**config.mk**
```make
export PLATFORM = sky130hd
export DESIGN_NAME = double_hash_table_core
export DESIGN_NICKNAME = d
export VERILOG_FILES = /design/src/hdl/dht_pkg.sv /design/src/hdl/dht_modc.sv /design/src/hdl/double_hash_table_core.sv
export SDC_FILE = /design/constraint.sdc
export NUM_CORES = 1
export LEC_CHECK = 0
export BUFFER_PORTS_ARGS = -buffer_cell sky130_fd_sc_hd__buf_2
export CAP_MARGIN = 30
export CORE_MARGIN = 2
export CORE_UTILIZATION = 55
export CTS_CLUSTER_SIZE = 8
export DETAILED_ROUTE_END_ITERATION = 12
export PLACE_DENSITY = 0.73
export SYNTH_ARGS = -nofsm -noshare
export SYNTH_HDL_FRONTEND = slang
export SYNTH_SLANG_ARGS = --single-unit
```
**constraint.sdc**
```tcl
create_clock -name clk -period 7.75 [get_ports clk]
set_input_delay 1.9375 -clock clk [delete_from_list [all_inputs] [get_ports clk]]
set_output_delay 1.9375 -clock clk [all_outputs]
set_load 0.005 [all_outputs]
```
**src/hdl/dht_pkg.sv**
```systemverilog
`timescale 1ns / 1ps
`default_nettype none
// ----------------------------------------------------------------------------
// dht_pkg
// shared constants, codes and types of the double hashing table core
// ----------------------------------------------------------------------------
package dht_pkg;

  // default sizes
  localparam int TABLE_SIZE_DEF   = 11;
  localparam int STEP_MODULUS_DEF = 7;
  localparam int VALUE_BITS_DEF   = 16;

  // stream word widths
  localparam int IN_TDATA_W  = 32;
  localparam int IN_TUSER_W  = 2;
  localparam int OUT_TDATA_W = 16;

  // field widths
  localparam int MODE_W   = 2;
  localparam int KEY_W    = 16;
  localparam int ITEM_W   = 16;
  localparam int STATUS_W = 3;
  localparam int SLOT_W   = 4;
  localparam int PROBE_W  = 4;

  // latency of one constant modulo unit, and of the hashing chain
  localparam int MOD_LAT   = 3;
  localparam int HASH_LAST = 2 * MOD_LAT;
  localparam int HC_W      = 3;

  typedef logic [MODE_W-1:0]   mode_t;
  typedef logic [STATUS_W-1:0] status_t;

  localparam mode_t MODE_INSERT = 2'd0;
  localparam mode_t MODE_SEARCH = 2'd1;
  localparam mode_t MODE_DELETE = 2'd2;

  localparam status_t STAT_DONE      = 3'd0;
  localparam status_t STAT_NOT_FOUND = 3'd1;
  localparam status_t STAT_FULL      = 3'd2;
  localparam status_t STAT_EMPTY     = 3'd3;
  localparam status_t STAT_ZERO      = 3'd4;

  typedef enum logic [1:0] {
    ST_IDLE,
    ST_HASH,
    ST_PROBE,
    ST_FIN
  } dht_state_t;

  typedef struct packed {
    status_t             status;
    logic [SLOT_W-1:0]   slot_index;
    logic [PROBE_W-1:0]  probe_count;
  } dht_res_t;

endpackage
`default_nettype wire

```
**src/hdl/dht_modc.sv**
```systemverilog
`timescale 1ns / 1ps
`default_nettype none
// ----------------------------------------------------------------------------
// dht_modc
// pipelined remainder by a constant: reciprocal multiply, back multiply and
// one correcting subtract, three register stages
// ----------------------------------------------------------------------------
module dht_modc #(
  parameter int OP_W    = 16,
  parameter int DIVISOR = 11
) (
  input  wire logic                       clk,
  input  wire logic [OP_W-1:0]            op,
  output logic      [$clog2(DIVISOR)-1:0] rem
);

  localparam int RW = $clog2(DIVISOR);
  localparam int IW = (OP_W > RW + 1) ? OP_W : RW + 1;
  localparam int SH = IW + 8;
  localparam logic [SH-1:0] RECIP = SH'((64'd1 << SH) / DIVISOR);

  logic [IW-1:0]    op_d_r;
  logic [IW-1:0]    q_r;
  logic [RW:0]      r_r;
  logic [RW-1:0]    rem_r;
  logic [IW+SH-1:0] prod;
  logic [IW-1:0]    qd;
  logic [IW-1:0]    diff;

  // quotient estimate is exact or one low
  assign prod = (IW + SH)'(op) * (IW + SH)'(RECIP);
  assign qd   = IW'(q_r * IW'(DIVISOR));
  assign diff = op_d_r - qd;

  always_ff @(posedge clk) begin
    op_d_r <= IW'(op);
    q_r    <= prod[IW+SH-1:SH];
    r_r    <= diff[RW:0];
    rem_r  <= (r_r >= (RW + 1)'(DIVISOR)) ? RW'(r_r - (RW + 1)'(DIVISOR)) : RW'(r_r);
  end

  assign rem = rem_r;

endmodule
`default_nettype wire

```
**src/hdl/double_hash_table_core.sv**
```systemverilog
`timescale 1ns / 1ps
`default_nettype none
// ----------------------------------------------------------------------------
// double_hash_table_core
// open addressed value table with double hashing probe sequence
//
// channel | ports | word contents
// in      | in_*  | tuser: mode; tdata: key, item_value
// out     | out_* | tdata: status, slot_index, probe_count
//
// a request runs from accept to the next accept through the hashing chain of
// constant modulo units and then k probes, where k is the number of probes
// (1 to TABLE_SIZE), one probe per cycle through the single read port
// rejected requests skip the hashing chain and the probes
// the result register lets the next request run while a result waits
// reset clears the per slot valid bits at once, no sweep
// ----------------------------------------------------------------------------
module double_hash_table_core #(
  parameter int TABLE_SIZE   = dht_pkg::TABLE_SIZE_DEF,
  parameter int STEP_MODULUS = dht_pkg::STEP_MODULUS_DEF,
  parameter int VALUE_BITS   = dht_pkg::VALUE_BITS_DEF
) (
  input  wire logic                             clk,
  input  wire logic                             rst_n,
  input  wire logic                             in_tvalid,
  output logic                                  in_tready,
  input  wire logic [dht_pkg::IN_TDATA_W-1:0]   in_tdata,   // key, item_value
  input  wire logic [dht_pkg::IN_TUSER_W-1:0]   in_tuser,   // mode
  output logic                                  out_tvalid,
  input  wire logic                             out_tready,
  output logic      [dht_pkg::OUT_TDATA_W-1:0]  out_tdata   // status, slot_index, probe_count
);

  localparam int PW  = $clog2(TABLE_SIZE);
  localparam int CW  = $clog2(TABLE_SIZE + 1);
  localparam int SRW = $clog2(STEP_MODULUS);

  dht_pkg::dht_state_t state_r, state_nxt;

  dht_pkg::mode_t           mode_r, mode_nxt;
  logic [dht_pkg::KEY_W-1:0] key_r, key_nxt;
  logic [VALUE_BITS-1:0]    val_r, val_nxt;
  logic [dht_pkg::HC_W-1:0] hc_r, hc_nxt;
  logic [PW-1:0]            pos_r, pos_nxt;
  logic [PW-1:0]            step_r, step_nxt;
  logic [CW-1:0]            k_r, k_nxt;
  logic [CW-1:0]            occ_r, occ_nxt;
  dht_pkg::dht_res_t        res_r, res_nxt;
  dht_pkg::dht_res_t        out_r, out_nxt;
  logic                     out_tvalid_r, out_tvalid_nxt;

  logic [VALUE_BITS-1:0] mem [TABLE_SIZE];
  logic [TABLE_SIZE-1:0] vld_r;
  logic [VALUE_BITS-1:0] rd_data_r;
  logic                  rd_vld_r;

  dht_pkg::mode_t        in_mode;
  logic [VALUE_BITS-1:0] in_val;
  logic                  in_acc;
  logic                  early;
  dht_pkg::status_t      early_status;
  logic [PW-1:0]         home_rem;
  logic [SRW-1:0]        raw_rem;
  logic [SRW-1:0]        stp0;
  logic [PW-1:0]         step_rem;
  logic [PW:0]           pos_sum;
  logic [PW-1:0]         pos_adv;
  logic [PW-1:0]         rd_addr;
  logic [VALUE_BITS-1:0] entry;
  logic                  hit;
  logic                  last_probe;
  logic                  hash_done;
  logic                  out_free;
  logic                  wr_en;
  logic [VALUE_BITS-1:0] wr_data;
  logic [CW-1:0]         k_inc;

  // hashing chain
  dht_modc #(.OP_W(dht_pkg::KEY_W), .DIVISOR(TABLE_SIZE)) u_home (
    .clk (clk),
    .op  (key_r),
    .rem (home_rem)
  );

  dht_modc #(.OP_W(dht_pkg::KEY_W), .DIVISOR(STEP_MODULUS)) u_raw (
    .clk (clk),
    .op  (key_r),
    .rem (raw_rem)
  );

  assign stp0 = (raw_rem == '0) ? SRW'(1) : raw_rem;

  dht_modc #(.OP_W(SRW), .DIVISOR(TABLE_SIZE)) u_step (
    .clk (clk),
    .op  (stp0),
    .rem (step_rem)
  );

  assign in_mode   = in_tuser[dht_pkg::MODE_W-1:0];
  assign in_val    = VALUE_BITS'(in_tdata[dht_pkg::KEY_W +: dht_pkg::ITEM_W]);
  assign in_tready = (state_r == dht_pkg::ST_IDLE);
  assign in_acc    = in_tvalid && in_tready;

  always_comb begin
    early        = 1'b1;
    early_status = dht_pkg::STAT_DONE;
    if (in_val == '0) begin
      early_status = dht_pkg::STAT_ZERO;
    end else if (in_mode != dht_pkg::MODE_INSERT && in_mode != dht_pkg::MODE_SEARCH &&
                 in_mode != dht_pkg::MODE_DELETE) begin
      early_status = dht_pkg::STAT_NOT_FOUND;
    end else if (in_mode == dht_pkg::MODE_INSERT && occ_r == CW'(TABLE_SIZE)) begin
      early_status = dht_pkg::STAT_FULL;
    end else if (in_mode == dht_pkg::MODE_DELETE && occ_r == '0) begin
      early_status = dht_pkg::STAT_EMPTY;
    end else begin
      early = 1'b0;
    end
  end

  // probe walk
  assign pos_sum    = (PW + 1)'(pos_r) + (PW + 1)'(step_r);
  assign pos_adv    = (pos_sum >= (PW + 1)'(TABLE_SIZE)) ?
                      PW'(pos_sum - (PW + 1)'(TABLE_SIZE)) : PW'(pos_sum);
  assign rd_addr    = (state_r == dht_pkg::ST_HASH) ? home_rem : pos_adv;
  assign entry      = rd_vld_r ? rd_data_r : '0;
  assign hit        = (mode_r == dht_pkg::MODE_INSERT) ? (entry == '0) : (entry == val_r);
  assign last_probe = (k_r == CW'(TABLE_SIZE - 1));
  assign hash_done  = (hc_r == dht_pkg::HC_W'(dht_pkg::HASH_LAST));
  assign out_free   = !out_tvalid_r || out_tready;
  assign k_inc      = k_r + CW'(1);
  assign wr_en      = (state_r == dht_pkg::ST_PROBE) && hit && (mode_r != dht_pkg::MODE_SEARCH);
  assign wr_data    = (mode_r == dht_pkg::MODE_INSERT) ? val_r : '0;

  // next state
  always_comb begin
    state_nxt = state_r;
    case (state_r)
      dht_pkg::ST_IDLE: begin
        if (in_acc) begin
          state_nxt = early ? dht_pkg::ST_FIN : dht_pkg::ST_HASH;
        end
      end
      dht_pkg::ST_HASH: begin
        if (hash_done) begin
          state_nxt = dht_pkg::ST_PROBE;
        end
      end
      dht_pkg::ST_PROBE: begin
        if (hit || last_probe) begin
          state_nxt = dht_pkg::ST_FIN;
        end
      end
      dht_pkg::ST_FIN: begin
        if (out_free) begin
          state_nxt = dht_pkg::ST_IDLE;
        end
      end
      default: state_nxt = dht_pkg::ST_IDLE;
    endcase
  end

  // datapath
  always_comb begin
    mode_nxt       = mode_r;
    key_nxt        = key_r;
    val_nxt        = val_r;
    hc_nxt         = hc_r;
    pos_nxt        = pos_r;
    step_nxt       = step_r;
    k_nxt          = k_r;
    occ_nxt        = occ_r;
    res_nxt        = res_r;
    out_nxt        = out_r;
    out_tvalid_nxt = out_tvalid_r;
    if (out_tready) begin
      out_tvalid_nxt = 1'b0;
    end
    case (state_r)
      dht_pkg::ST_IDLE: begin
        if (in_acc) begin
          mode_nxt = in_mode;
          key_nxt  = in_tdata[dht_pkg::KEY_W-1:0];
          val_nxt  = in_val;
          hc_nxt   = '0;
          k_nxt    = '0;
          res_nxt  = '{status: early_status, slot_index: '0, probe_count: '0};
        end
      end
      dht_pkg::ST_HASH: begin
        hc_nxt = hc_r + dht_pkg::HC_W'(1);
        if (hash_done) begin
          pos_nxt  = home_rem;
          step_nxt = step_rem;
        end
      end
      dht_pkg::ST_PROBE: begin
        if (hit) begin
          res_nxt = '{status: dht_pkg::STAT_DONE,
                      slot_index: dht_pkg::SLOT_W'(pos_r),
                      probe_count: dht_pkg::PROBE_W'(k_inc)};
          if (mode_r == dht_pkg::MODE_INSERT) begin
            occ_nxt = occ_r + CW'(1);
          end else if (mode_r == dht_pkg::MODE_DELETE) begin
            occ_nxt = occ_r - CW'(1);
          end
        end else if (last_probe) begin
          res_nxt = '{status: (mode_r == dht_pkg::MODE_INSERT) ? dht_pkg::STAT_FULL :
                              dht_pkg::STAT_NOT_FOUND,
                      slot_index: '0,
                      probe_count: dht_pkg::PROBE_W'(TABLE_SIZE)};
        end else begin
          k_nxt   = k_inc;
          pos_nxt = pos_adv;
        end
      end
      dht_pkg::ST_FIN: begin
        if (out_free) begin
          out_nxt        = res_r;
          out_tvalid_nxt = 1'b1;
        end
      end
      default: ;
    endcase
  end

  always_ff @(posedge clk) begin
    if (!rst_n) begin
      state_r      <= dht_pkg::ST_IDLE;
      occ_r        <= '0;
      out_tvalid_r <= 1'b0;
      hc_r         <= '0;
      k_r          <= '0;
    end else begin
      state_r      <= state_nxt;
      occ_r        <= occ_nxt;
      out_tvalid_r <= out_tvalid_nxt;
      hc_r         <= hc_nxt;
      k_r          <= k_nxt;
    end
  end

  always_ff @(posedge clk) begin
    mode_r <= mode_nxt;
    key_r  <= key_nxt;
    val_r  <= val_nxt;
    pos_r  <= pos_nxt;
    step_r <= step_nxt;
    res_r  <= res_nxt;
    out_r  <= out_nxt;
  end

  // slot memory, one write and one registered read per cycle
  always_ff @(posedge clk) begin
    if (wr_en) begin
      mem[pos_r] <= wr_data;
    end
    rd_data_r <= mem[rd_addr];
  end

  // empty until written
  always_ff @(posedge clk) begin
    if (!rst_n) begin
      vld_r    <= '0;
      rd_vld_r <= 1'b0;
    end else begin
      if (wr_en) begin
        vld_r[pos_r] <= 1'b1;
      end
      rd_vld_r <= vld_r[rd_addr];
    end
  end

  assign out_tvalid = out_tvalid_r;
  assign out_tdata  = dht_pkg::OUT_TDATA_W'({out_r.probe_count, out_r.slot_index, out_r.status});

endmodule
`default_nettype wire

```
* Word level (Yosys, flattened, before mapping)
Memories as Yosys holds them, arrays and structs flattened. A register that Yosys moved wholly into a read port is not among the register bits.
Cells that the tools add are included.
** Word-level totals
- Bits in registers :: 148
- RAM bits :: 176
- Bits of input ports :: 38
- Output and inout port bits :: 18
- Memories :: 1
** Memories
- mem :: depth 11, bits a word 16, read ports 1, clocked after memory_dff 1, write ports 1, RTL line double_hash_table_core.sv:52 : logic [VALUE_BITS-1:0] mem [TABLE_SIZE];
** Cells by class
- Add/sub/neg operators :: 11
- Multiply operators :: 4
- $lt $le $gt $ge :: 7
- Equal/unequal tests :: 19
- Muxes and demuxes :: 48
- Bitwise operators :: 1
- Reductions and logical operators :: 32
** Operator list (count)
- $mux 4 :: 11
- $mul 16x22->38 const B :: 1
- $mul 16x21->37 const B :: 1
- $mux 11 :: 3
- $logic_not 16->1 :: 2
- $mux 16 :: 2
- $pmux 11 s2 :: 1
- $mux 2 :: 9
- $eq 16x16->1 :: 1
- $pmux 4 s2 :: 2
- $mul 14x3->4 const B :: 1
- $mul 13x4->5 const B :: 1
- $mux 1 :: 12
- $mux 3 :: 4
- $reduce_and 4->1 :: 3
- $or 11x11->11 :: 1
- $ge 5x4->1 const B :: 2
- $lt 4x5->1 const B :: 2
- $ne 2x2->1 const B :: 5
- $reduce_bool 2->1 :: 5
- $add 4x1->4 const B :: 2
- $eq 2x2->1 const B :: 4
- $eq 4x4->1 const B :: 2
- $logic_and 1x1->1 :: 8
- 26 further kinds :: 37

* Depth between registers and ports, before layout
- Word-level depth :: 9
- Depth in mapped cells :: 21
- Gate-level depth less buffers :: 21

* Modules after synthesis
From an unflattened synthesis, not the netlist that was laid out.
** Second synthesis, totals
- Cell total of the unflattened synthesis :: 1612
- Area total of the unflattened synthesis :: 19230.9 um^2
** By module, submodules not included
- double_hash_table_core :: instances 1, cells each 866, area each 11761.3 um^2, sequential area each 8047.7 um^2
- dht_modc at u_home :: instances 1, cells each 466, area each 4717.0 um^2, sequential area each 380.4 um^2
- dht_modc at u_raw :: instances 1, cells each 269, area each 2561.2 um^2, sequential area each 300.3 um^2
- dht_modc at u_step :: instances 1, cells each 11, area each 191.4 um^2, sequential area each 180.2 um^2

* Least setup slack after synthesis
No wires, ideal clock.
- Path kind :: register to register
- From :: register key_r[8] in the netlist's numbering
- To :: register u_home.q_r[4]
- Setup time :: 0.072 ns
- Data arrival time :: 5.312 ns
- Required time :: 7.678 ns
- Path slack :: 2.366 ns
- Stages on the path, launching flop included :: 22
- Cell sequence :: edfxtp_1 -> inv_1 -> fa_1 -> inv_1 -> ha_1 -> inv_1 -> fa_1 -> inv_1 -> fa_1 -> inv_1 -> fa_1 -> inv_1 -> fa_1 -> ha_1 -> o21a_1 -> o21a_1 -> o2111ai_1 -> a211oi_1 -> o211ai_1 -> o221ai_1 -> a21oi_1 -> xnor2_1
** Between the ends
- Word-level cells in the longest chain between the ends :: 1
** RTL lines
- from (decl) :: RTL line double_hash_table_core.sv:41 : logic [dht_pkg::KEY_W-1:0] key_r, key_nxt;
- from (signal assigned) :: RTL line double_hash_table_core.sv:245 : key_r <= key_nxt;
- $mul 16x21->37 :: RTL line dht_modc.sv:31 : assign prod = (IW + SH)'(op) * (IW + SH)'(RECIP);
- net u_home.prod[28] :: RTL line dht_modc.sv:26 : logic [IW+SH-1:0] prod;
- to (signal assigned) :: RTL line dht_modc.sv:37 : q_r <= prod[IW+SH-1:SH];
- to (decl) :: RTL line dht_modc.sv:23 : logic [IW-1:0] q_r;
The timed path passes the listed nets, and every way through them passes these cells.
A chain may end at the register's enable or synchronous reset.

* Worst setup path after layout
- From :: register key_r[7] in the netlist's numbering
- To :: register u_home.q_r[4]
The elaborated chain is that of the path after synthesis.

==> results_dict.tcl <==
set metrics [dict create \
    grt_max_degree 47 \
    cpMostUsedCell "inv_1" \
    maxCapViolCount 0 \
    viasPerCell 5.46 \
    critPathArrivalTime_ns 6.28 \
    die_area_mm2 0.0351 \
    r2r_start "key_r[7]" \
    port_buffers 50 \
    gp_congestion 0.898 \
    critPathLaunch "key_r[7]" \
    yosysWarnings 0 \
    ys_types 68 \
    period_share_pct 74.9 \
    initial_core_util_pct 55.5 \
    cpMaxStageDelayCell "edfxtp_1" \
    cts_tree "yes" \
    ant_nets 0 \
    h-tree-depth 2 \
    ys_async_sr_fraction_pct 0 \
    start_kind "flip-flop" \
    boundaryPins 56 \
    die_w_um 187 \
    fin_ws_ns 1.95 \
    cts_hold_buf 0 \
    tightest_slew_ns 0.960 \
    post_cts_resized 0 \
    insertion_delay_ns 0.55 \
    post-cts-setup-buffers 0 \
    grt_pass1_wl_um 59900 \
    critical_path_buf_inv_count 6 \
    cp.required_ns 8.22 \
    drtPass1Iterations 5 \
    cts-root-buf "clkbuf_16" \
    instances_no_fill 1994 \
    core_mm2 0.0334 \
    fmax_mhz 172 \
    num_vias 10878 \
    clkSinkCount 320 \
    period_needed_ns 5.80 \
    synth_top_area_share_pct 38.8 \
    setup_viol 0 \
    clkTransAtPathRegs_ns 0.05 \
    yosysSeqAreaShare_pct 47.5 \
    die_h_um 187 \
    worstPathCellList "inv_1, fa_1, inv_1, ha_1, inv_1, fa_1, inv_1, fa_1, inv_1, fa_1, inv_1, fa_1, ha_1, o21a_1, o21a_1, o2111ai_1, a211oi_1, o211ai_1, o221ai_1, a21oi_1, xnor2_1" \
    relSlewSlack_pct 36.0 \
    critPathCaptureType "flip-flop" \
    rsz0062_at_grt "false" \
    fill_cells 2568 \
    slew_viol_final 0 \
    max_stage_delay_ns 0.59 \
    rows 67 \
    syn2layout_area_growth_pct 11.6 \
    synth_edf_count 239 \
    synth_ff_type "edfxtp_1" \
    status "completed" \
    dp_hpwl_um 25800 \
    wirelength_um 37100 \
    final_hold_viol_count 0 \
    avgSynthCellArea_um2 13.0 \
    layout.nets 1847 \
    holdWs_ns 0.320 \
    critPathKind "flip-flop to flip-flop" \
    antenna-diode-count 0 \
    syn_inst 1427 \
    place_inst 1910 \
    cpLargestDelayFamily "adder cells" \
    synth_area_leaders "edfxtp_1 39%, fa_1 13%, ha_1 12%" \
    grt_pass1_vias 11483 \
    crit_fanout 9 \
    fin_skew_ns 0.0285 \
    netlist_area_mm2 0.0185 \
    min-delay-start "u_step.r_r[2]" \
    grtUsageTotal_pct 21.9 \
    antenna_found_initial 0 \
    first_iter_violations 644 \
    finalSetupTns_ns 0 \
    wire_per_inst_um 18.6 \
    ys_seq_elements 320 \
    pre_cts_slack_ns 1.95 \
    overflow 0 \
    layout-drive-gt1-share_pct 11.0 \
    yosys.area.top_type "edfxtp_1" \
    drc 0 \
    cts_buffers 46 \
    hold_class "flip-flop to flip-flop" \
    clock_path_buffers 3 \
]
-- sequential cells by signal (all words and copies together), names as in the netlist, 4 cells and up --
name          cells
mem             176
out_tdata        11
k_r               4
pos_r             4
occ_r             4
vld_r            11
val_r            16
res_r            11
u_raw.op_d_r      5
key_r            16
u_raw.r_r         4
u_raw.q_r         4
rd_data_r        16
u_home.q_r        5
u_home.rem        4
u_home.r_r        5
-- per-stage QoR --
stage                     area (um^2)  utilization, %
after floorplan                 18500               -
after global placement          19300            57.7
after detailed placement        19300            57.9
after CTS                       20700            61.9
after global routing            20700            61.9
final                           20700            61.9
-- final timing paths --
path	slack (ns)	end	cells after the start
max	1.95	u_home.q_r[4]	21
min	0.32	u_step.rem[2]	0
max reg2reg	1.95	u_home.q_r[4]	21
min reg2reg	0.32	u_step.rem[2]	0
-- per-layer routing --
metal  track usage (%)  wire length [um]
met1              28.8             15800
met2              37.3             18200
met3              3.40              2230
met4              7.42               958
met5                 0                 0
-- Yosys cell counts, types with 19 or more instances --
cell type	count
edfxtp_1	239
inv_1	236
ha_1	176
fa_1	123
dfxtp_1	81
nor2_1	63
nand2_1	61
nand3_1	39
xnor2_1	35
o21ai_0	32
mux4_2	31
a21oi_1	26
mux2i_1	26
xor2_1	21
clkbuf_1	20
and2_1	19
-- layout by cell type, fill, tap and decap left out, drive strengths merged, types with 8 or more instances in the layout --
master,synthesis,layout
a211o,16,16
a21o,17,17
a21oi,26,26
a22oi,10,10
and2,20,20
and3,8,8
buf,17,69
clkbuf,21,79
dfxtp,81,81
edfxtp,239,239
fa,123,123
ha,176,176
inv,236,238
mux2i,27,27
mux4,34,34
nand2,62,62
nand2b,8,8
nand3,39,39
nand3b,12,12
nand4,9,9
nor2,63,63
nor3,8,8
nor4,13,13
o21ai,32,32
o22ai,9,9
xnor2,35,35
xor2,22,22
-- worst reg2reg max path, delay by kind of cell, from the launching register on --
family / cells / cell delay, ns
AO/OA/AOI/OAI: 7 / 1.35
adder cells (fa/ha/maj): 7 / 3.17
flip-flops: 1 / 0.59
XOR/XNOR: 1 / 0.13
buffers and inverters: 6 / 0.51
-- layout make-up --
cell class	instances	area [um^2]	share of cell area (%)
inverter	236	886	4.29
timing repair buffer	69	405	1.96
sequential	320	8800	42.6
multi-input combinational	837	8650	41.9
clock inverter	5	66.3	0.321
clock buffer	79	1300	6.27
tap	448	561	2.71
-- kinds of logic after synthesis --
logic type / synth area share (%)
other cells: 0.0203
flops: 47.5
compound gates: 5.37
simple gates: 7.34
mux: 5.80
buf+inv: 6.03
xor+xnor: 2.74
fa+ha+maj: 25.2
Power is left out: the tool's default activity adds up to more than one toggle a clock period on the data nets, which glitch-free logic cannot reach.
